<file path="src/rtl/ssfr_pkg.sv">
package ssfr_pkg;

  // Field widths fixed by the item format.
  localparam int ENTRY_W = 13;
  localparam int VALUE_W = 64;

  // Widest table address and entry number over the supported table sizes.
  localparam int ADDR_MAX_W = 16;
  localparam int NUM_MAX_W  = 17;

  // Default table sizes.
  localparam int DEFAULT_MAX_ROWS = 4096;
  localparam int DEFAULT_MAX_COLS = 4096;

  // Queue depths between the front, the back and the result port.
  localparam int CMD_Q_DEPTH = 2;
  localparam int RES_Q_DEPTH = 4;

  // Input item kinds.
  typedef enum logic [1:0] {
    KIND_CLEAR   = 2'd0,
    KIND_ROW     = 2'd1,
    KIND_COL     = 2'd2,
    KIND_TRIPLET = 2'd3
  } kind_t;

  // Operations handed from the front to the back.
  typedef enum logic [1:0] {
    OP_WR_ROW = 2'd0,
    OP_WR_COL = 2'd1,
    OP_LOOKUP = 2'd2
  } op_t;

  typedef struct packed {
    op_t                   op;
    logic [ADDR_MAX_W-1:0] row_addr;
    logic [ADDR_MAX_W-1:0] col_addr;
    logic [NUM_MAX_W-1:0]  number;
    logic [VALUE_W-1:0]    value;
  } cmd_t;

  typedef struct packed {
    logic [ENTRY_W-1:0] new_row;
    logic [ENTRY_W-1:0] new_col;
    logic [VALUE_W-1:0] out_value;
  } res_t;

endpackage

</file>
<file path="src/rtl/ssfr_front.sv">
module ssfr_front #(
  parameter int MAX_ROWS = 4096,
  parameter int MAX_COLS = 4096
) (
  input  logic                          clk,
  input  logic                          rst,
  input  logic                          push,
  output logic                          full,
  input  logic [1:0]                    kind,
  input  logic                          keep_flag,
  input  logic [ssfr_pkg::ENTRY_W-1:0]  entry_row,
  input  logic [ssfr_pkg::ENTRY_W-1:0]  entry_col,
  input  logic [ssfr_pkg::VALUE_W-1:0]  entry_value,
  input  logic                          cmd_full,
  output logic                          cmd_push,
  output ssfr_pkg::cmd_t                cmd
);

  import ssfr_pkg::*;

  localparam int RCW = $clog2(MAX_ROWS + 1);
  localparam int CCW = $clog2(MAX_COLS + 1);

  logic [RCW-1:0]     rows_loaded, rows_loaded_next;
  logic [RCW-1:0]     rows_kept, rows_kept_next;
  logic [CCW-1:0]     cols_loaded, cols_loaded_next;
  logic [CCW-1:0]     cols_kept, cols_kept_next;
  logic               accept;
  logic               row_ok;
  logic               col_ok;
  logic [ENTRY_W-1:0] row_idx;
  logic [ENTRY_W-1:0] col_idx;

  assign full   = cmd_full;
  assign accept = push && !cmd_full;

  // Range checks of a triplet against the masks loaded so far.
  assign row_ok  = (entry_row != '0) &&
                   (NUM_MAX_W'(entry_row) <= NUM_MAX_W'(rows_loaded));
  assign col_ok  = (entry_col != '0) &&
                   (NUM_MAX_W'(entry_col) <= NUM_MAX_W'(cols_loaded));
  assign row_idx = entry_row - ENTRY_W'(1);
  assign col_idx = entry_col - ENTRY_W'(1);

  // Classify the accepted item and build the command for the back part.
  always_comb begin
    rows_loaded_next = rows_loaded;
    rows_kept_next   = rows_kept;
    cols_loaded_next = cols_loaded;
    cols_kept_next   = cols_kept;
    cmd_push         = 1'b0;
    cmd.op           = OP_LOOKUP;
    cmd.row_addr     = ADDR_MAX_W'(row_idx);
    cmd.col_addr     = ADDR_MAX_W'(col_idx);
    cmd.number       = '0;
    cmd.value        = entry_value;
    if (accept) begin
      unique case (kind_t'(kind))
        KIND_CLEAR: begin
          rows_loaded_next = '0;
          rows_kept_next   = '0;
          cols_loaded_next = '0;
          cols_kept_next   = '0;
        end
        KIND_ROW: begin
          if (rows_loaded < RCW'(MAX_ROWS)) begin
            cmd_push         = 1'b1;
            cmd.op           = OP_WR_ROW;
            cmd.row_addr     = ADDR_MAX_W'(rows_loaded);
            rows_loaded_next = rows_loaded + RCW'(1);
            if (keep_flag) begin
              rows_kept_next = rows_kept + RCW'(1);
              cmd.number     = NUM_MAX_W'(rows_kept + RCW'(1));
            end
          end
        end
        KIND_COL: begin
          if (cols_loaded < CCW'(MAX_COLS)) begin
            cmd_push         = 1'b1;
            cmd.op           = OP_WR_COL;
            cmd.col_addr     = ADDR_MAX_W'(cols_loaded);
            cols_loaded_next = cols_loaded + CCW'(1);
            if (keep_flag) begin
              cols_kept_next = cols_kept + CCW'(1);
              cmd.number     = NUM_MAX_W'(cols_kept + CCW'(1));
            end
          end
        end
        KIND_TRIPLET: begin
          cmd_push = row_ok && col_ok;
        end
        default: begin
          cmd_push = 1'b0;
        end
      endcase
    end
  end

  // Load counters of the current subset.
  always_ff @(posedge clk) begin
    if (rst) begin
      rows_loaded <= '0;
      rows_kept   <= '0;
      cols_loaded <= '0;
      cols_kept   <= '0;
    end else begin
      rows_loaded <= rows_loaded_next;
      rows_kept   <= rows_kept_next;
      cols_loaded <= cols_loaded_next;
      cols_kept   <= cols_kept_next;
    end
  end

endmodule

</file>
<file path="config.mk">
export PLATFORM = sky130hd
export DESIGN_NAME = ssfr_front
export DESIGN_NICKNAME = d
export VERILOG_FILES = /design/src/rtl/ssfr_pkg.sv /design/src/rtl/ssfr_front.sv
export SDC_FILE = /design/constraint.sdc
export NUM_CORES = 1
export LEC_CHECK = 0
export ABC_AREA = 1
export BUFFER_PORTS_ARGS = -buffer_cell sky130_fd_sc_hd__clkbuf_2
export CAP_MARGIN = 20
export CORE_UTILIZATION = 44
export DETAILED_ROUTE_END_ITERATION = 6
export GPL_ROUTABILITY_DRIVEN = 1
export GPL_TIMING_DRIVEN = 0
export HOLD_SLACK_MARGIN = 0.03
export PLACE_DENSITY = 0.88
export SLEW_MARGIN = 20
export SYNTH_ARGS = -nofsm -noshare
export SYNTH_HDL_FRONTEND = slang
export SYNTH_SLANG_ARGS = --single-unit
</file>
<file path="constraint.sdc">
create_clock -name clk -period 1.42 [get_ports clk]
set_clock_uncertainty 0.05 [all_clocks]
set_input_delay 0.142 -clock clk [delete_from_list [all_inputs] [get_ports clk]]
set_output_delay 0.142 -clock clk [all_outputs]
set_load 0.02 [all_outputs]
</file>
## After elaboration in Yosys (flattened, before gate mapping)

Index checks and enable logic that the tools add are counted.

| storage, ports and cells | value |
|---|---|
| register bits | 52 |
| input port bits | 97 |
| output and inout bits | 117 |
| logic and storage cells | 62 |

| cells by class | value |
|---|---|
| $lt $le $gt $ge | 4 |
| equal/unequal tests | 7 |
| muxes and demuxes | 25 |
| reductions and logical operators | 14 |
| $add $sub $neg | 8 |

Operators by type and width:

| cell | number |
|---|---|
| $pmux W13 S2 | 4 |
| $mux W13 | 7 |
| $add A13 B1 Y13 const B | 4 |
| $mux W51 | 1 |
| $mux W14 | 3 |
| $pmux W17 S2 | 1 |
| $mux W30 | 1 |
| $add A13 B1 Y14 const B | 2 |
| $le A13 B13 Y1 | 2 |
| $lt A13 B13 Y1 const B | 2 |
| $reduce_bool A13 Y1 | 2 |
| $sub A13 B1 Y13 const B | 2 |
| $mux W18 | 1 |
| $mux W16 | 1 |
| $ne A2 B2 Y1 const B | 4 |
| $reduce_and A4 Y1 | 2 |
| $reduce_and A3 Y1 | 2 |
| $eq A2 B2 Y1 const B | 2 |
| $logic_and A1 B1 Y1 | 4 |
| $pmux W2 S2 | 1 |
| $reduce_bool A2 Y1 | 2 |
| $mux W1 | 3 |
| $pmux W1 S3 | 1 |
| $eq A2 B1 Y1 const B | 1 |
| other kinds (3) | 3 |

## Longest topological paths before layout

Gate-level depths: netlist (run 1).

| logic depth | value |
|---|---|
| depth after elaboration | 5 |
| depth in mapped cells | 15 |
| mapped depth without buffers | 15 |

## Worst setup path after synthesis (run 1)

Ideal clock, no wire load.

| timing path | value |
|---|---|
| path kind | register -> output |
| start point | register rows_loaded[10] |
| end point | output cmd_push |
| buffers on the path | 0 |
| data arrival time | 1.572 ns |
| data required time | 1.228 ns |
| path slack | -0.344 ns |
| stages on the path, launching flop included | 11 |
| cell sequence | dfxtp_1 -> inv_1 -> ha_1 -> nand2_1 -> nor2_1 -> inv_1 -> nor2_1 -> nand4_1 -> nand2_1 -> nand3_1 -> a21oi_1 |

| on the way | value |
|---|---|
| longest elaborated chain between the ends | 5 |
| elaborated cells on any way between the ends | 7 |
| classes of those cells | 2 x order compare; 3 x mux; 2 x reduce/logical |

Ends and longest elaborated chain:

| what | RTL line | RTL |
|---|---|---|
| start, declared | ssfr_front.sv:24 | `logic [RCW-1:0] rows_loaded, rows_loaded_next;` |
| start signal, assigned | ssfr_front.sv:107 | `rows_loaded <= rows_loaded_next;` |
| $le A13 B13 Y1 | ssfr_front.sv:39 | `(NUM_MAX_W'(entry_row) <= NUM_MAX_W'(rows_loaded));` |
| $logic_and A1 B1 Y1 | ssfr_front.sv:38 | `assign row_ok = (entry_row != '0) &&` |
| $logic_and A1 B1 Y1 | ssfr_front.sv:90 | `cmd_push = row_ok && col_ok;` |
| $pmux W1 S3 * | ssfr_front.sv:58 | `unique case (kind_t'(kind))` |
| $mux W1 * | ssfr_front.sv:57 | `if (accept) begin` |
| end, declared | ssfr_front.sv:15 | `output logic cmd_push,` |

Mark *: on every way between the ends. The rest lies on a longest branch, timed or not.

## Final worst setup path (run 1)

| timing path | value |
|---|---|
| start point | register cols_loaded[5] |
| end point | output cmd_push |

| on the way | value |
|---|---|
| longest elaborated chain between the ends | 5 |
| elaborated cells on any way between the ends | 7 |
| classes of those cells | 2 x order compare; 3 x mux; 2 x reduce/logical |

Ends and longest elaborated chain:

| what | RTL line | RTL |
|---|---|---|
| start, declared | ssfr_front.sv:26 | `logic [CCW-1:0] cols_loaded, cols_loaded_next;` |
| start signal, assigned | ssfr_front.sv:109 | `cols_loaded <= cols_loaded_next;` |
| $le A13 B13 Y1 | ssfr_front.sv:41 | `(NUM_MAX_W'(entry_col) <= NUM_MAX_W'(cols_loaded));` |
| $logic_and A1 B1 Y1 | ssfr_front.sv:40 | `assign col_ok = (entry_col != '0) &&` |
| $logic_and A1 B1 Y1 | ssfr_front.sv:90 |  |
| $pmux W1 S3 * | ssfr_front.sv:58 |  |
| $mux W1 * | ssfr_front.sv:57 |  |

Marked as above.

==> flow_summary.json, run 1 <==
{
  "status": "finished, violations left",
  "violations": "negative setup slack",
  "grt_antenna_before_repair": 1,
  "cts_buffers": 5,
  "crit_family": "simple AND/OR/NAND/NOR gates",
  "rsz0062_at_grt": "true",
  "num_rows": 38,
  "start_util_pct": 45.62,
  "insertion_delay_ns": 0.32,
  "hold_viol": 0,
  "ctsHoldBuffers": 0,
  "slew_headroom_pct": 51.03,
  "synthTopCellsByArea": "dfxtp_1 (21%), nand2_1 (15%), buf_4 (11%)",
  "slowest_stage": "dfxtp_2",
  "drive_gt1_share_pct": 64.77,
  "worstSetupEndpointType": "primary output",
  "critPathMaxStageDelay_ns": 0.39,
  "nets": 1185,
  "stdcell_area_um2": 9195,
  "syn-cell-area_um2": 4989,
  "fillers": 511,
  "place_inst": 1083,
  "setup_viol": 93,
  "min_period_over_period_pct": 172.1,
  "wl_per_cell_um": 22.16,
  "syn_area_per_cell_um2": 6.275,
  "r2r_start": "cols_loaded[12]",
  "die_area_um2": 11770,
  "synth_edf_count": 0,
  "r2r_setup_slack_ns": -0.59,
  "port_buffers": 140,
  "routed_wl_um": 26460,
  "synth_seq_area_share_pct": 20.87,
  "hp-class": "input pin to flop",
  "htree_levels": 2,
  "grt_usage_pct": 28.83,
  "ys_top_cells_by_count": "nand2_1 (195), inv_1 (112), a21oi_1 (80), buf_4 (74), nor2_1 (57)",
  "die_w_um": 108.5,
  "via_per_inst": 6.117,
  "fin_tns_setup_ns": -37.58,
  "ant_nets": 0,
  "power_density_nw_per_um2": 482.9,
  "yosysTopAreaCell": "dfxtp_1",
  "synthToLayoutAreaGrowth_pct": 84.32,
  "die_h_um": 108.5,
  "synth_seq_cells": 52,
  "ir_worst_vdd_mv": 0.4651,
  "maxCapViolCount": 0,
  "power_mw": 4.440,
  "drc": 0,
  "cp.required_ns": 1.23,
  "reg2reg_to": "cols_loaded[11]",
  "place.gp.congestion": 0.8721,
  "cts_tree": "built",
  "cts_max_path_buffers": 2,
  "cts-root-buf": "clkbuf_16",
  "grt_pass1_vias": 5934,
  "ios": 214,
  "grt_max_degree": 19,
  "fin_crit_ns": 2.443,
  "maxSlewViolCount": 0,
  "min_path_cells": 4,
  "ys_warn_count": 0,
  "critPathBufInv": 2,
  "ys_types": 40,
  "core-area_um2": 10940,
  "drt_first_pass_iters": 6,
  "drt_iter0_markers": 1001,
  "ys_async_sr_fraction_pct": 0,
  "final.setup.worst_slack_ns": -1.023,
  "clk_pin_slew_ns": 0.10,
  "power_leakage_nw": 4.198,
  "grt.overflow.total": 0,
  "place_hpwl_um": 10360,
  "postPlaceCellArea_um2": 6216,
  "netlist.area_leader.share_pct": 20.87,
  "cts_sinks": 52,
  "hp-start": "rst",
  "min_to": "cols_kept[0]",
  "ys.flop_type": "dfxtp_1",
  "worst_pin_slew_ns": 0.7345,
  "max_freq_ghz": 0.4093,
  "grt_pass1_wl_um": 26880,
  "stdcell_count": 1194,
  "crit_path_max_fanout": 4,
  "rr_worst_depth": 16,
  "critPathKind": "flop to primary output",
  "crit_arrival_ns": 2.25,
  "via_count": 7304,
  "post-synth-top-count-cell": "nand2_1",
  "cp_cell_sequence": "inv_2, ha_1, nand2_1, nand2_1, nand2_2, nand2_2, a21oi_2, nand2_1, nand2_2, nand3_2, a21oi_4, buf_8",
  "crit_path_start_kind": "flop",
  "synth_cells": 795,
  "final_util_pct": 84.08
}
-- per-layer routing --
metal  GRT usage (%)  vias up  wire (um)  part of all wire, %
li1                -     2979          -                    -
met1           31.16     3328       8616                   33
met2           52.53      727      12600                   48
met3           5.365      270       2914                   11
met4           15.93        0       2326                  8.8
met5               0        -          0                    0
-- worst min-delay path, delay by kind of cell --
kind / cells / cell delay [ns]
simple gates: 1 / 0.04
buf+inv: 2 / 0.20
compound gates: 1 / 0.09
-- logic make-up (layout without fill, tap and decap cells) --
kind of cell	count (synthesis)	after routing	share of synthesized area, %
buf+inv	207	457	21.54
flops	52	52	20.87
other cells	1	10	0.07517
fa+ha+maj	36	36	9.029
xor+xnor	23	23	4.038
simple gates	342	342	30.35
compound gates	134	134	14.10
-- cell type report --
| class | count | area [um2] | area share, % |
|---|---|---|---|
| Sequential cell | 52 | 1135 | 12.34 |
| Timing Repair Buffer | 244 | 2036 | 22.14 |
| Clock buffer | 5 | 125.1 | 1.361 |
| Tap cell | 140 | 175.2 | 1.905 |
| Inverter | 119 | 479.2 | 5.212 |
| Clock inverter | 3 | 25.02 | 0.2721 |
| Antenna cell | 1 | 2.502 | 0.02721 |
| Buffer | 86 | 678.2 | 7.375 |
| Multi-Input combinational cell | 544 | 4539 | 49.37 |
-- repair_timing --
action / 4_1_cts / 5_1_grt
pin swaps: 59 / 109
gates cloned: 6 / 1
buffers inserted: 39 / 69
endpoints found under the setup margin: 78 / 92
gates resized for setup: 265 / 312
endpoints found under the hold margin: 0 / 0
-- worst max-delay path by stage --
stage,start,end,depth (start not counted)
6_report,cols_loaded[5],cmd_push,12
5_1_grt,cols_loaded[6],cmd_push,12
4_1_cts,rows_loaded[12],cmd_push,11
3_5_place_dp,kind[1],cmd[104],10
3_3_place_gp,kind[1],cmd[104],10
2_1_floorplan,rows_loaded[10],cmd_push,10
-- metrics by stage --
step                      hold slack (ns)  setup slack (ns)
after detailed placement           0.4051           -0.6455
after global routing               0.1266            -1.182
after floorplan                    0.2659           -0.1668
after global placement             0.3975           -0.6123
final                              0.1350            -1.023
after CTS                          0.1146           -0.6479
-- state kept, by name, summed over array words and instances (netlist names) --
| signal | count |
|---|---|
| cols_loaded | 13 |
| rows_kept | 13 |
| cols_kept | 13 |
| rows_loaded | 13 |
-- layout by cell type (no fill, tap or decap), drive strengths merged, types with 8 or more instances in the layout --
| master | count |
|---|---|
| ha | 36 |
| xor2 | 17 |
| nand3 | 36 |
| conb | 9 |
| inv | 119 |
| o21ai | 43 |
| clkbuf | 118 |
| nor3 | 18 |
| buf | 217 |
| dfxtp | 52 |
| nand4 | 8 |
| nand2 | 201 |
| a21oi | 82 |
| nor2 | 66 |
-- where the power goes --
part           switching (mW)  internal [mW]  leakage [nW]
Sequential             0.0116           1.43         0.445
Combinational           0.912          0.699          3.68
Clock                   0.714          0.672        0.0708
No activity file was read; power rests on OpenSTA's default activity.
==> run 2, diff against run 1 <==
CORE_ASPECT_RATIO = 1.5   (was not set)
==> run 2 against run 1 <==
  * The run still ends with negative setup slack left
  * Sequential share of layout area increased by 0.12 points
  * Total power decreased by 2.8%
  * Largest cell class unchanged
  * Global-route usage increased by 1.9 points
  * Via count decreased by 2.4%
  * Final area decreased by 1.6%
  * Highest routed layer unchanged
  * Hold slack improved by 0.094 ns
  * First-iteration DRC count decreased by 41%
==> flow_summary.json, run 2 (synthesis results as in run 1) <==
{
  "status": "finished, violations left",
  "violations": "negative setup slack",
  "drive_gt1_share_pct": 62.79,
  "nets": 1172,
  "grt_max_degree": 16,
  "maxSlewViolCount": 0,
  "fillers": 585,
  "cts_tree": "built",
  "grt.overflow.total": 0,
  "crit_arrival_ns": 2.28,
  "cp.required_ns": 1.23,
  "cts_sinks": 52,
  "power_density_nw_per_um2": 477.0,
  "critPathMaxStageDelay_ns": 0.39,
  "die_area_um2": 11780,
  "via_per_inst": 6.005,
  "synthToLayoutAreaGrowth_pct": 81.39,
  "slew_headroom_pct": 42.98,
  "place_hpwl_um": 11000,
  "ir_worst_vdd_mv": 0.4871,
  "cts_buffers": 5,
  "clk_pin_slew_ns": 0.08,
  "grt_usage_pct": 30.78,
  "fin_tns_setup_ns": -50.56,
  "cpMostUsedCell": "nand2_1",
  "setup_viol": 95,
  "grt_antenna_before_repair": 0,
  "final.setup.worst_slack_ns": -1.051,
  "fin_crit_ns": 2.471,
  "worst_pin_slew_ns": 0.8553,
  "port_buffers": 140,
  "insertion_delay_ns": 0.31,
  "start_util_pct": 45.12,
  "grt_pass1_vias": 5868,
  "holdWs_ns": 0.2289,
  "htree_levels": 2,
  "drt_iter0_markers": 590,
  "crit_path_max_fanout": 2,
  "drt_first_pass_iters": 5,
  "diodes": 0,
  "maxCapViolCount": 0,
  "via_count": 7128,
  "place.gp.congestion": 0.9002,
  "worstSetupEndpointType": "primary output",
  "cp_cell_sequence": "inv_4, ha_4, a21oi_1, nand2_1, a21oi_2, nand2_1, nand2_2, nand3_4, a21oi_4, buf_8",
  "cts-root-buf": "clkbuf_16",
  "rsz0062_at_grt": "true",
  "core-area_um2": 11060,
  "num_rows": 47,
  "ctsHoldBuffers": 0,
  "hold_viol": 0,
  "hp-class": "input pin to flop",
  "regArea_um2": 1127,
  "min_period_over_period_pct": 174.0,
  "die_h_um": 132.4,
  "layout_commonest_cell": "nand2_1",
  "wl_per_cell_um": 21.67,
  "ios": 214,
  "max_freq_ghz": 0.4048,
  "grt_pass1_wl_um": 28050,
  "die_w_um": 88.94,
  "power_leakage_nw": 4.273,
  "final_util_pct": 81.85,
  "ant_nets": 0,
  "crit_path_start_kind": "flop",
  "multi_input_area_um2": 4451,
  "slowest_stage": "dfxtp_2",
  "cts_max_path_buffers": 2,
  "critPathKind": "flop to primary output",
  "drc": 0,
  "final_cell_mix": "nand2_1 (128), buf_4 (119), clkbuf_2 (97), inv_1 (82), buf_6 (49)",
  "routed_wl_um": 25720
}
-- run 2: path summary, 6_finish.rpt --
kind	depth (start not counted)	startpoint	endpoint	slack, ns
setup reg to reg	15	rows_loaded[12]	rows_loaded[12]	-0.89
hold / removal	4	rst	cols_kept[0]	0.23
hold reg to reg	1	rows_loaded[2]	rows_loaded[2]	0.44
setup / recovery	10	rows_loaded[12]	cmd_push	-1.05
-- run 2: layout make-up --
| class | instances | share of cell area [%] |
|---|---|---|
| multi-input cells | 544 | 49.18 |
| plain buffers | 85 | 7.370 |
| well taps | 147 | 2.033 |
| clock inverters | 1 | 0.05531 |
| clock buffers | 7 | 1.466 |
| repair buffers | 232 | 22.25 |
| flip-flops and latches | 52 | 12.46 |
| inverters | 119 | 5.185 |
-- run 2: routing by layer --
metal	wire length (um)	share of wire [%]	GRT usage, %	vias up
met5	0	0	0	-
met4	2422	9.4	21.43	0
met3	2763	11	7.952	234
met2	12460	48	55.81	678
met1	8074	31	28.95	3273
li1	-	-	-	2943
-- run 2: worst max-delay path: cells and delay by family, from the launching register on --
| kind | cells | cell delay [ns] |
|---|---|---|
| AO/OA/AOI/OAI | 3 | 0.58 |
| adder cells (fa/ha/maj) | 1 | 0.25 |
| buffers and inverters | 2 | 0.20 |
| flip-flops | 1 | 0.39 |
| AND/OR/NAND/NOR | 4 | 0.53 |
-- run 2: stage by stage --
stage	cell area (um2)	total power [mW]	cells	setup slack, ns
detailed placement	6225	2.565	1090	-0.6329
CTS	7849	3.974	1148	-0.7296
floorplan	5340	2.251	803	-0.1668
finish	9049	4.317	1187	-1.051
global placement	6225	2.550	1090	-0.6459
global route	9049	4.440	1187	-1.128
-- run 2: repair_timing --
action                     4_1_cts  5_1_grt
setup endpoints to repair       78       95
gates resized for setup        283      264
cloned                           8        0
pin swaps                       64      100
setup buffers                   43       48
-- run 2: power by group --
part           total (mW)  switching, mW  leakage, nW  internal, mW
registers            1.45         0.0117        0.443          1.43
logic                1.60          0.905         3.76         0.691
clock network        1.27          0.618       0.0679         0.656
total                4.32           1.53         4.27          2.78
