### src/rtl/ssfr_fifo.sv
module ssfr_fifo #(
  parameter int WIDTH = 8,
  parameter int DEPTH = 2
) (
  input  logic                         clk,
  input  logic                         rst,
  input  logic                         wr_en,
  input  logic [WIDTH-1:0]             wr_data,
  input  logic                         rd_en,
  output logic [WIDTH-1:0]             rd_data,
  output logic                         full,
  output logic                         empty,
  output logic [$clog2(DEPTH+1)-1:0]   count
);

  localparam int PW = (DEPTH > 1) ? $clog2(DEPTH) : 1;
  localparam int CW = $clog2(DEPTH + 1);

  logic [WIDTH-1:0] slots [DEPTH];
  logic [PW-1:0]    wr_ptr;
  logic [PW-1:0]    rd_ptr;
  logic             do_wr;
  logic             do_rd;

  assign full    = (count == CW'(DEPTH));
  assign empty   = (count == '0);
  assign do_wr   = wr_en && !full;
  assign do_rd   = rd_en && !empty;
  assign rd_data = slots[rd_ptr];

  // Pointer and occupancy bookkeeping.
  always_ff @(posedge clk) begin
    if (rst) begin
      wr_ptr <= '0;
      rd_ptr <= '0;
      count  <= '0;
    end else begin
      if (do_wr) begin
        wr_ptr <= (wr_ptr == PW'(DEPTH - 1)) ? '0 : wr_ptr + PW'(1);
      end
      if (do_rd) begin
        rd_ptr <= (rd_ptr == PW'(DEPTH - 1)) ? '0 : rd_ptr + PW'(1);
      end
      if (do_wr && !do_rd) begin
        count <= count + CW'(1);
      end else if (do_rd && !do_wr) begin
        count <= count - CW'(1);
      end
    end
  end

  // Storage slots carry no reset.
  always_ff @(posedge clk) begin
    if (do_wr) begin
      slots[wr_ptr] <= wr_data;
    end
  end

endmodule

### config.mk
export PLATFORM = sky130hd
export DESIGN_NAME = ssfr_fifo
export DESIGN_NICKNAME = d
export VERILOG_FILES = /design/src/rtl/ssfr_fifo.sv
export SDC_FILE = /design/constraint.sdc
export NUM_CORES = 1
export LEC_CHECK = 0
export ABC_AREA = 0
export ABC_CLOCK_PERIOD_IN_PS = 2450
export BUFFER_PORTS_ARGS = -buffer_cell sky130_fd_sc_hd__buf_2
export CAP_MARGIN = 20
export CORE_AREA = 5 5 58 60
export CTS_CLUSTER_DIAMETER = 30
export DETAILED_ROUTE_END_ITERATION = 8
export DIE_AREA = 0 0 63 65
export HOLD_SLACK_MARGIN = 0.12
export PLACE_DENSITY_LB_ADDON = 0.05
export SLEW_MARGIN = 30
export SYNTH_ARGS = -nofsm -noshare
export SYNTH_HDL_FRONTEND = slang
export SYNTH_SLANG_ARGS = --single-unit
### constraint.sdc
create_clock -name clk -period 2.45 [get_ports clk]
set_input_delay 0.3675 -clock clk [delete_from_list [all_inputs] [get_ports clk]]
set_output_delay 0.3675 -clock clk [all_outputs]
set_load 0.05 [all_outputs]
Word level (Yosys, flattened, before mapping)
Memory sizes are Yosys's and may differ from the RTL's. A register that Yosys moved wholly into a read port is not among the register bits.
Index checks and enable logic that the tools add are counted.

word-level totals
  memory bits (writable) = 16
  word-level logic and storage cells = 27
  memories = 1
  flip-flop bits (word level) = 4
  input port bits = 12

cells by class
  equality and inequality tests = 1
  mux-type cells = 8
  $add $sub $neg = 4
  reduce and logical (&&, ||, !) cells = 10

memories
  name   depth  width  rd ports  clocked after Yosys merged registers in  wr ports  RTL line  RTL
  slots  2      8      1         1                                        1         19        logic [WIDTH-1:0] slots [DEPTH];

operator list
  operator             count
  $mux 1               6
  $logic_and 1x1->1    4
  $logic_not 1->1      4
  $mux 2               2
  $add 1x1->1 const B  2
  $add 2x1->2 const B  1
  $eq 2x2->1 const B   1
  $logic_not 2->1      1
  $reduce_bool 2->1    1
  $sub 2x1->2 const B  1

Logic depth before layout (Yosys ltp)
Gate-level depths: netlist (run 1).

  depth in word-level cells = 7
  mapped depth = 6
  depth with buffers taken out = 6

Worst setup path before layout (run 1)
Ideal clock, no wire load.

  path kind = register to register
  start point = register count[1]
  end point = register count[1]
  slack = 0.194 ns
  data required time = 2.380 ns
  stages on the path, launching flop included = 6
  library setup time = 0.070 ns
  data arrival time = 2.186 ns
  buffers on the path = 0
  clock period less this slack = 2.256 ns
  cell sequence = dfxtp_1 nor2b_2 nor2_1 ha_1 or3_1 a21oi_1

between the ends
  word-level cells in the longest chain between the ends = 6
  elaborated cells between the ends (all ways) = 15

ends and longest elaborated chain
  item                         RTL line  RTL
  from (decl)                  13        output logic [$clog2(DEPTH+1)-1:0] count
  from (signal assigned)       45        count <= count + CW'(1);
  from (signal assigned)       47        count <= count - CW'(1);
  $eq 2x2->1 (*)               25        assign full = (count == CW'(DEPTH));
  via full                     11        output logic full,
  $logic_not 1->1 (*)          27        assign do_wr = wr_en && !full;
  $logic_and 1x1->1 (*)        27
  $logic_not 1->1              46        end else if (do_rd && !do_wr) begin
  $logic_and 1x1->1            46
  $reduce_bool 2->1 (no line)  n/a

The timed path passes the listed nets; every way through them passes the cells marked *. The select of a mux whose other input is x is not followed.
A chain may end at the register's enable or synchronous reset.

==> out/qor.log, run 1 <==
[timing] final sum of negative setup slack 0 ps
[die] starting density of the core 27.6%
[yosys] number of synthesized register bits 21
[yosys] post-synthesis cell count 50
[die] Die Span Y 65 um
[layout] final antenna diode count 0
[layout] number of nets in the layout 90
[timing] unrepaired setup endpoints after global routing false
[worst_setup_path] required time at the endpoint of the critical path 2080 ps
[clocking] register clock-pin slew on the reported worst setup and hold paths 120 ps
[die] die extent in x 63 um
[clocking] buffer type at the clock tree root clkbuf_4
[clocking] hold buffers post-CTS 0
[place] pre-CTS setup slack 867 ps
[timing] crit path setup slack, layout 630 ps
[worst_setup_path] crit path launch type register
[routing] post-DR wirelength/cell 12.5 um
[power] leakage dissipation 0.391 nW
[power] power density over the cells 1230 nW/um2
[clocking] cells resized by post-CTS repair 0
[clocking] CTS tree built
[timing] slew at the pin closest to its max-slew limit 435 ps
[routing] router iterations before antenna repair 3
[die] row cnt 20
[place] count of port buffers added during placement 23
[grt] pin count of the biggest net entering global routing 13
[routing] remaining number of nets flagged by the antenna check after routing 0
[clocking] clock latency on the worst-skew pair 300 ps
[yosys] synthesized netlist net count 63
[grt] antenna violations before repair 0
[timing] final number of max-transition violations 0
[yosys] average cell area after synthesis 15.9 um2
[power] worst vdd ir 0.568 mV
[die] Core Region 2880 um2
[grt] total grt overflow 0
[layout] Sequential cell area 581 um2
[clocking] Max Buffers Root-to-Sink 2
[routing] routed vias 460
[min_path] Hold Crit Class primary input to register
[place] Final Wtd Congestion 0.688
[timing] worst max-slew margin expressed relative to the limit 71.0%
[worst_setup_path] Setup crit end kind output pin
[run] number of max-capacitance violations reported 0
[yosys] Synth Warn # 0
[clocking] clock tree sinks 21
[worst_setup_path] startpoint-to-endpoint class of the critical path register to output pin
[layout] top library cells by usage in the layout, fill and taps aside 23 x buf_2, 16 x edfxtp_1, 8 x mux2_2
[worst_setup_path] Crit path arrival time 1450 ps
[grt] wire length of the first global-routing pass 2260 um
[timing] Period Utilization, post-route 74.3%
[routing] Total Wirelength 1360 um
[status] outcome finished clean
[layout] proportion of layout cells with a drive suffix above 1 47.4%
[place] half-perimeter wire length after detailed placement 1020 um
[die] I/O pin count 24
[yosys] part of the Yosys area used for sequential elements 73.2%
[clocking] Post-CTS Setup Bufs 0
[timing] final setup violation count 0
[layout] Fill cells 287
[timing] final hold viol count 0
[timing] highest attainable clock frequency 549 MHz
[worst_setup_path] largest fanout on the critical path 8
[routing] Via-to-Cell Ratio 4.22
[die] DIE AREA 4100 um2
[layout] Area Growth Syn to Fin 22.6%
[clocking] number of clock buffers inserted by TritonCTS 3
[grt] total routing resource utilization after global routing 7.27%
[layout] Multi-input gate area 200 um2
[routing] drt drc 0
[routing] Iteration-0 DRC Markers 4
[layout] most common cell after layout, fill and taps aside buf_2
[yosys] combined area of all synthesized cells 793 um2
[grt] vias in the first global route 484
[clocking] number of levels the H-tree was split into 1
[timing] time the final worst path needs with I/O delays and setup 1820 ps
[timing] clock skew after layout 5.92 ps
[yosys] Synth cell types 13
-- stage by stage --
step	instances	instance area, um2	hold slack [ps]	total power, mW	utilization (%)
after floorplan	50	793	437	0.935	-
final	109	972	251	1.19	33.8
after detailed placement	105	945	473	1.05	32.8
after global placement	105	945	481	1.05	32.8
after global routing	109	972	226	1.27	33.8
after CTS	109	972	241	1.21	33.8
-- power by group --
part | internal (mW) | switching, mW
Sequential | 0.454 | 0.0490
Combinational | 0.149 | 0.380
Clock | 0.0608 | 0.101
Total | 0.665 | 0.530
-- sequential cells by signal, summed over array words and instances (netlist names), named ones only --
name	cells
count	2
rd_ptr	1
slots	16
wr_ptr	1
-- metal layers --
| metal | routed length, um | GRT usage [%] |
|---|---|---|
| met1 | 534 | 7.63 |
| met2 | 728 | 12.6 |
| met3 | 97 | 4.16 |
| met4 | 0 | 1.59 |
| met5 | 0 | 0 |
-- worst max-delay path, cell delays in order (launching register included) --
cell	delay, ps
dfxtp_1	560
mux2_2	380
buf_2	210
-- cells in the mapped netlist --
cell	number	area (um2)
a21oi_1	2	10.0
and2_1	1	6.26
buf_2	1	5.00
dfxtp_1	5	100
edfxtp_1	16	480
ha_1	1	12.5
inv_1	2	7.51
mux2_2	8	90.1
nor2_1	5	18.8
nor2b_2	1	8.76
o21ai_0	3	15.0
or3_1	2	12.5
xor2_1	3	26.3
-- final cells by class --
cell class | count | area share [%]
Sequential cell | 21 | 59.7
Multi-Input combinational cell | 26 | 20.6
Timing Repair Buffer | 23 | 11.8
Tap cell | 33 | 4.25
Clock buffer | 3 | 2.32
Inverter | 2 | 0.772
Clock inverter | 1 | 0.515
-- final timing paths --
| kind | start | endpoint | slack [ps] | cells past startpoint |
|---|---|---|---|---|
| max reg2reg | count[0] | count[1] | 870 | 4 |
| min | wr_data[6] | slots[1][6] | 250 | 1 |
| max | register | rd_data[0] | 630 | 2 |
| min reg2reg | wr_ptr | wr_ptr | 490 | 2 |
-- cells by family (layout without fill, tap and decap cells) --
family | count (synthesis) | after routing | share of synthesized area (%)
AND/OR/NAND/NOR | 9 | 9 | 5.84
buffers and inverters | 3 | 29 | 1.58
flip-flops | 21 | 21 | 73.2
XOR/XNOR | 3 | 3 | 3.31
adder cells (fa/ha/maj) | 1 | 1 | 1.58
AO/OA/AOI/OAI | 5 | 5 | 3.15
multiplexers | 8 | 8 | 11.4
Power figures use the tool's default switching activity.
==> inputs of run 2 (changes only) <==
--- a/config.mk
+++ b/config.mk
@@ -6,7 +6,7 @@
 export NUM_CORES = 1
 export LEC_CHECK = 0
 export ABC_AREA = 0
-export ABC_CLOCK_PERIOD_IN_PS = 2450
+export ABC_CLOCK_PERIOD_IN_PS = 1800
 export BUFFER_PORTS_ARGS = -buffer_cell sky130_fd_sc_hd__buf_2
 export CAP_MARGIN = 20
 export CORE_AREA = 5 5 58 60
==> constraint.sdc (replaced) <==
create_clock -name clk -period 1.8 [get_ports clk]
set_input_delay 0.27 -clock clk [delete_from_list [all_inputs] [get_ports clk]]
set_output_delay 0.27 -clock clk [all_outputs]
set_load 0.05 [all_outputs]
==> run 2 against run 1 <==
Net effect: clock-buffer cell count stayed put; hold slack worse by 96 ps; clock power is 38% higher; design area is 1.2% higher; flip-flop and latch count stayed put; sequential power is 39% higher; worst setup slack worse by 440 ps; final cell count stayed put; clock skew is 3.6 ps lower; first-iteration DRC count is 75% lower.
==> out/qor.log, run 2 (synthesized netlist as in run 1, its figures left out) <==
[routing] drt drc 0
[clocking] number of clock buffers inserted by TritonCTS 3
[layout] final antenna diode count 0
[power] leakage dissipation 0.393 nW
[timing] Period Utilization, post-route 89.6%
[worst_setup_path] slowest cell on the critical path dfxtp_2
[power] power density over the cells 1680 nW/um2
[layout] number of flip-flops in the largest register 16
[min_path] Hold Crit Class primary input to register
[grt] vias in the first global route 495
[die] Die Span Y 65 um
[place] Final Wtd Congestion 0.618
[grt] total grt overflow 0
[timing] unrepaired setup endpoints after global routing false
[routing] remaining number of nets flagged by the antenna check after routing 0
[run] number of max-capacitance violations reported 0
[layout] number of standard cells in the final layout excluding fillers 109
[timing] final setup violation count 0
[timing] clock skew after layout 2.33 ps
[layout] most common cell after layout, fill and taps aside buf_2
[grt] total routing resource utilization after global routing 7.48%
[routing] router iterations before antenna repair 2
[worst_setup_path] crit path launch type register
[clocking] number of levels the H-tree was split into 1
[grt] wire length of the first global-routing pass 2320 um
[worst_setup_path] required time at the endpoint of the critical path 1530 ps
[place] total instance count after detailed placement 105
[routing] Iteration-0 DRC Markers 1
[die] row cnt 20
[clocking] register clock-pin slew on the reported worst setup and hold paths 120 ps
[status] outcome finished clean
[timing] final hold viol count 0
[clocking] clock tree sinks 21
[worst_setup_path] Worst Path Buf+Inv 1
[timing] Post-Route Hold Slack 155 ps
[timing] time the final worst path needs with I/O delays and setup 1610 ps
[layout] top library cells by usage in the layout, fill and taps aside 23 x buf_2, 16 x edfxtp_1, 8 x mux2_2
[layout] top flop regs slots (16), count (2)
[routing] routed vias 474
[grt] antenna violations before repair 0
[worst_setup_path] Setup crit end kind output pin
[worst_setup_path] largest fanout on the critical path 8
[timing] slew at the pin closest to its max-slew limit 408 ps
[place] count of port buffers added during placement 23
[timing] final sum of negative setup slack 0 ps
[timing] highest attainable clock frequency 620 MHz
[die] I/O pin count 24
[die] Core Region 2880 um2
[layout] register with the most flip-flops slots
[timing] final number of max-transition violations 0
[routing] Via-to-Cell Ratio 4.35
[worst_setup_path] Max stage delay on crit path 470 ps
[place] half-perimeter wire length after detailed placement 1070 um
[layout] number of nets in the layout 90
[die] DIE AREA 4100 um2
[worst_setup_path] Crit path arrival time 1340 ps
[layout] proportion of layout cells with a drive suffix above 1 51.3%
[place] Cell Area, Placed 955 um2
[layout] Layout Cell Area excl Fill 983 um2
[timing] worst max-slew margin expressed relative to the limit 72.8%
[clocking] hold buffers post-CTS 0
[worst_setup_path] critical path, cell by cell mux2_2, buf_2
[power] worst vdd ir 0.747 mV
[routing] post-DR wirelength/cell 13.3 um
[worst_setup_path] startpoint-to-endpoint class of the critical path register to output pin
[clocking] clock latency on the worst-skew pair 300 ps
[power] total power draw 1.65 mW
[clocking] CTS tree built
[grt] pin count of the biggest net entering global routing 13
[clocking] buffer type at the clock tree root clkbuf_4
[worst_setup_path] CP top delay family flip-flops
[layout] Area Growth Syn to Fin 24.0%
[die] die extent in x 63 um
[clocking] Max Buffers Root-to-Sink 2
[routing] Total Wirelength 1450 um
[die] starting density of the core 27.6%
==> run 2: path summary, 6_finish.rpt <==
path	start	endpoint	slack, ps	cells past startpoint
worst min-delay path	wr_data[2]	slots[0][2]	160	1
worst max-delay path	register	rd_data[1]	190	2
worst min register to register	wr_ptr	wr_ptr	490	2
worst max register to register	count[0]	count[1]	260	4
==> run 2: layout make-up <==
| class | count | area [um2] |
|---|---|---|
| clock inverters | 1 | 5.00 |
| clock buffers | 3 | 22.5 |
| well taps | 33 | 41.3 |
| multi-input cells | 26 | 205 |
| inverters | 2 | 7.51 |
| fillers | 286 | 1890 |
| repair buffers | 23 | 115 |
| flip-flops and latches | 21 | 587 |
==> run 2: metrics by stage <==
stage	utilization [%]	setup WS, ps
after floorplan	-	24.9
after global placement	33.2	291
after detailed placement	33.2	255
after CTS	34.2	141
after global routing	34.2	109
final	34.2	187
==> run 2: repair_timing <==
item / in CTS / in global routing
setup buffers: 0 / 0
endpoints found under the setup margin: 2 / 0
resized for setup: 1 / 0
==> run 2: layer usage <==
layer | share of wire (%) | global-route usage [%]
met3 | 4.5 | 2.25
met5 | 0 | 0
met4 | 0.83 | 3.98
met1 | 43 | 8.45
met2 | 51 | 12.6
==> run 2: report_power, final <==
group | internal, mW | total (mW) | switching, mW
Combinational | 0.211 | 0.728 | 0.517
Sequential | 0.629 | 0.700 | 0.0709
Clock | 0.0826 | 0.223 | 0.140
Total | 0.923 | 1.65 | 0.728
==> inputs of run 3 (changes only) <==
--- a/config.mk
+++ b/config.mk
@@ -10,6 +10,7 @@
 export BUFFER_PORTS_ARGS = -buffer_cell sky130_fd_sc_hd__buf_2
 export CAP_MARGIN = 20
 export CORE_AREA = 5 5 58 60
+export CTS_BUF_LIST = sky130_fd_sc_hd__clkbuf_8
 export CTS_CLUSTER_DIAMETER = 30
 export DETAILED_ROUTE_END_ITERATION = 8
 export DIE_AREA = 0 0 63 65
@@ -19,3 +20,4 @@
 export SYNTH_ARGS = -nofsm -noshare
 export SYNTH_HDL_FRONTEND = slang
 export SYNTH_SLANG_ARGS = --single-unit
+export TNS_END_PERCENT = 5
==> run 3 against run 2 <==
Net effect: global-route usage stayed put; maximum frequency is 4.3% lower; sequential share of layout area is 1.2 points lower; first-iteration DRC count is 100% higher; final cell count stayed put.
==> out/qor.log, run 3 (synthesized netlist as in run 1, its figures left out) <==
[layout] Area Growth Syn to Fin 26.2%
[timing] final sum of negative setup slack 0 ps
[layout] top library cells by usage in the layout, fill and taps aside 23 x buf_2, 16 x edfxtp_1, 8 x mux2_2
[timing] highest attainable clock frequency 594 MHz
[worst_setup_path] Reg2Reg Capture Point count[1]
[place] Final Wtd Congestion 0.618
[timing] time the final worst path needs with I/O delays and setup 1680 ps
[worst_setup_path] Max stage delay on crit path 560 ps
[layout] number of flip-flops in the largest register 16
[grt] wire length of the first global-routing pass 2320 um
[routing] Total Wirelength 1470 um
[routing] Via-to-Cell Ratio 4.35
[die] Die Span Y 65 um
[layout] number of standard cells in the final layout excluding fillers 109
[routing] router iterations before antenna repair 2
[layout] final antenna diode count 0
[clocking] number of clock buffers inserted by TritonCTS 3
[grt] vias in the first global route 496
[worst_setup_path] Worst R2R Setup Slack 270 ps
[clocking] Max Buffers Root-to-Sink 2
[routing] post-DR wirelength/cell 13.5 um
[layout] top flop regs slots (16), count (2)
[routing] remaining number of nets flagged by the antenna check after routing 0
[timing] final hold viol count 0
[die] DIE AREA 4100 um2
[timing] clock skew after layout 1.32 ps
[timing] slew at the pin closest to its max-slew limit 411 ps
[run] number of max-capacitance violations reported 0
[die] I/O pin count 24
[place] count of port buffers added during placement 23
[die] die extent in x 63 um
[worst_setup_path] crit path launch type register
[clocking] number of levels the H-tree was split into 1
[routing] drt drc 0
[worst_setup_path] Crit path arrival time 1410 ps
[timing] unrepaired setup endpoints after global routing false
[clocking] cells resized by post-CTS repair 0
[layout] Fill cells 289
[clocking] clock tree sinks 21
[grt] total grt overflow 0
[power] worst vdd ir 0.749 mV
[place] half-perimeter wire length after detailed placement 1070 um
[clocking] clock latency on the worst-skew pair 250 ps
[layout] proportion of layout cells with a drive suffix above 1 50.0%
[timing] final number of max-transition violations 0
[routing] routed vias 474
[worst_setup_path] Setup crit end kind output pin
[worst_setup_path] required time at the endpoint of the critical path 1530 ps
[worst_setup_path] start of the worst register-to-register path count[0]
[clocking] hold buffers post-CTS 0
[grt] pin count of the biggest net entering global routing 13
[timing] final setup violation count 0
[die] starting density of the core 27.6%
[worst_setup_path] Critical Path Sink rd_data[1]
[place] total instance count after detailed placement 105
[worst_setup_path] startpoint-to-endpoint class of the critical path register to output pin
[layout] number of nets in the layout 90
[layout] Layout Cell Area excl Fill 1000 um2
[grt] antenna violations before repair 0
[clocking] register clock-pin slew on the reported worst setup and hold paths 80 ps
[clocking] Post-CTS Setup Bufs 0
[min_path] Hold Crit Class primary input to register
[clocking] buffer type at the clock tree root clkbuf_8
[place] Cell Area, Placed 955 um2
[worst_setup_path] slowest cell on the critical path dfxtp_1
[timing] worst max-slew margin expressed relative to the limit 72.6%
[timing] Period Utilization, post-route 93.6%
[worst_setup_path] cells on worst reg2reg path 4
[grt] total routing resource utilization after global routing 7.48%
[power] leakage dissipation 0.401 nW
[layout] register with the most flip-flops slots
[routing] Iteration-0 DRC Markers 2
[worst_setup_path] critical path, cell by cell mux2_2, buf_2
[layout] most common cell after layout, fill and taps aside buf_2
[worst_setup_path] largest fanout on the critical path 8
[status] outcome finished clean
[clocking] CTS tree built
[power] power density over the cells 1730 nW/um2
[die] Core Region 2880 um2
[die] row cnt 20
## run 3: changes by cell type in the layout (fill, tap and decap cells not counted)
cell	before	now
clkbuf_8	0	3
dfxtp_2	2	1
dfxtp_1	2	3
clkbuf_4	3	0
## run 3: how the worst min path moves through the flow
| stage | start | to | slack (ps) | cells past startpoint |
|---|---|---|---|---|
| 3_5_place_dp | wr_data[5] | slots[0][5] | 460 | 1 |
| 2_1_floorplan | rst | count[1] | 330 | 1 |
| 3_3_place_gp | wr_data[0] | slots[0][0] | 460 | 1 |
| 6_report | wr_data[6] | slots[1][6] | 200 | 1 |
| 4_1_cts | wr_data[6] | slots[1][6] | 190 | 1 |
| 5_1_grt | wr_data[2] | slots[0][2] | 180 | 1 |
## run 3: metal layers
metal  vias to the layer above  wire length, um  global-route usage [%]
met1                       227              638                    8.45
li1                        231                -                       -
met4                         0               12                    3.98
met2                        14              749                    12.6
met5                         -                0                       0
met3                         2               69                    2.25
## run 3: through the flow
| step | hold WS [ps] | worst slack [ps] | utilization [%] | power, mW |
|---|---|---|---|---|
| detailed placement | 464 | 255 | 33.2 | 1.45 |
| floorplan | 329 | 24.9 | - | 1.29 |
| finish | 199 | 116 | 34.8 | 1.73 |
| CTS | 191 | 60.7 | 34.8 | 1.77 |
| global placement | 461 | 291 | 33.2 | 1.45 |
| global route | 183 | 33.9 | 34.8 | 1.83 |
## run 3: cell type report
class / instances / area [um2] / area share, %
tap: 33 / 41.3 / 4.13
multi-input combinational: 26 / 205 / 20.5
timing repair buffer: 23 / 115 / 11.5
clock inverter: 1 / 5.00 / 0.500
clock buffer: 3 / 41.3 / 4.13
inverter: 2 / 7.51 / 0.750
sequential: 21 / 586 / 58.5
## run 3: critical path: cells and delay by family, from the launching register on
| family | cells | cell delay (ps) |
|---|---|---|
| buffers and inverters | 1 | 210 |
| muxes | 1 | 390 |
| DFF | 1 | 560 |
## run 3: power breakdown
group	total (mW)	switching (mW)	internal (mW)
logic	0.728	0.517	0.211
clock network	0.305	0.151	0.154
registers	0.698	0.0709	0.628
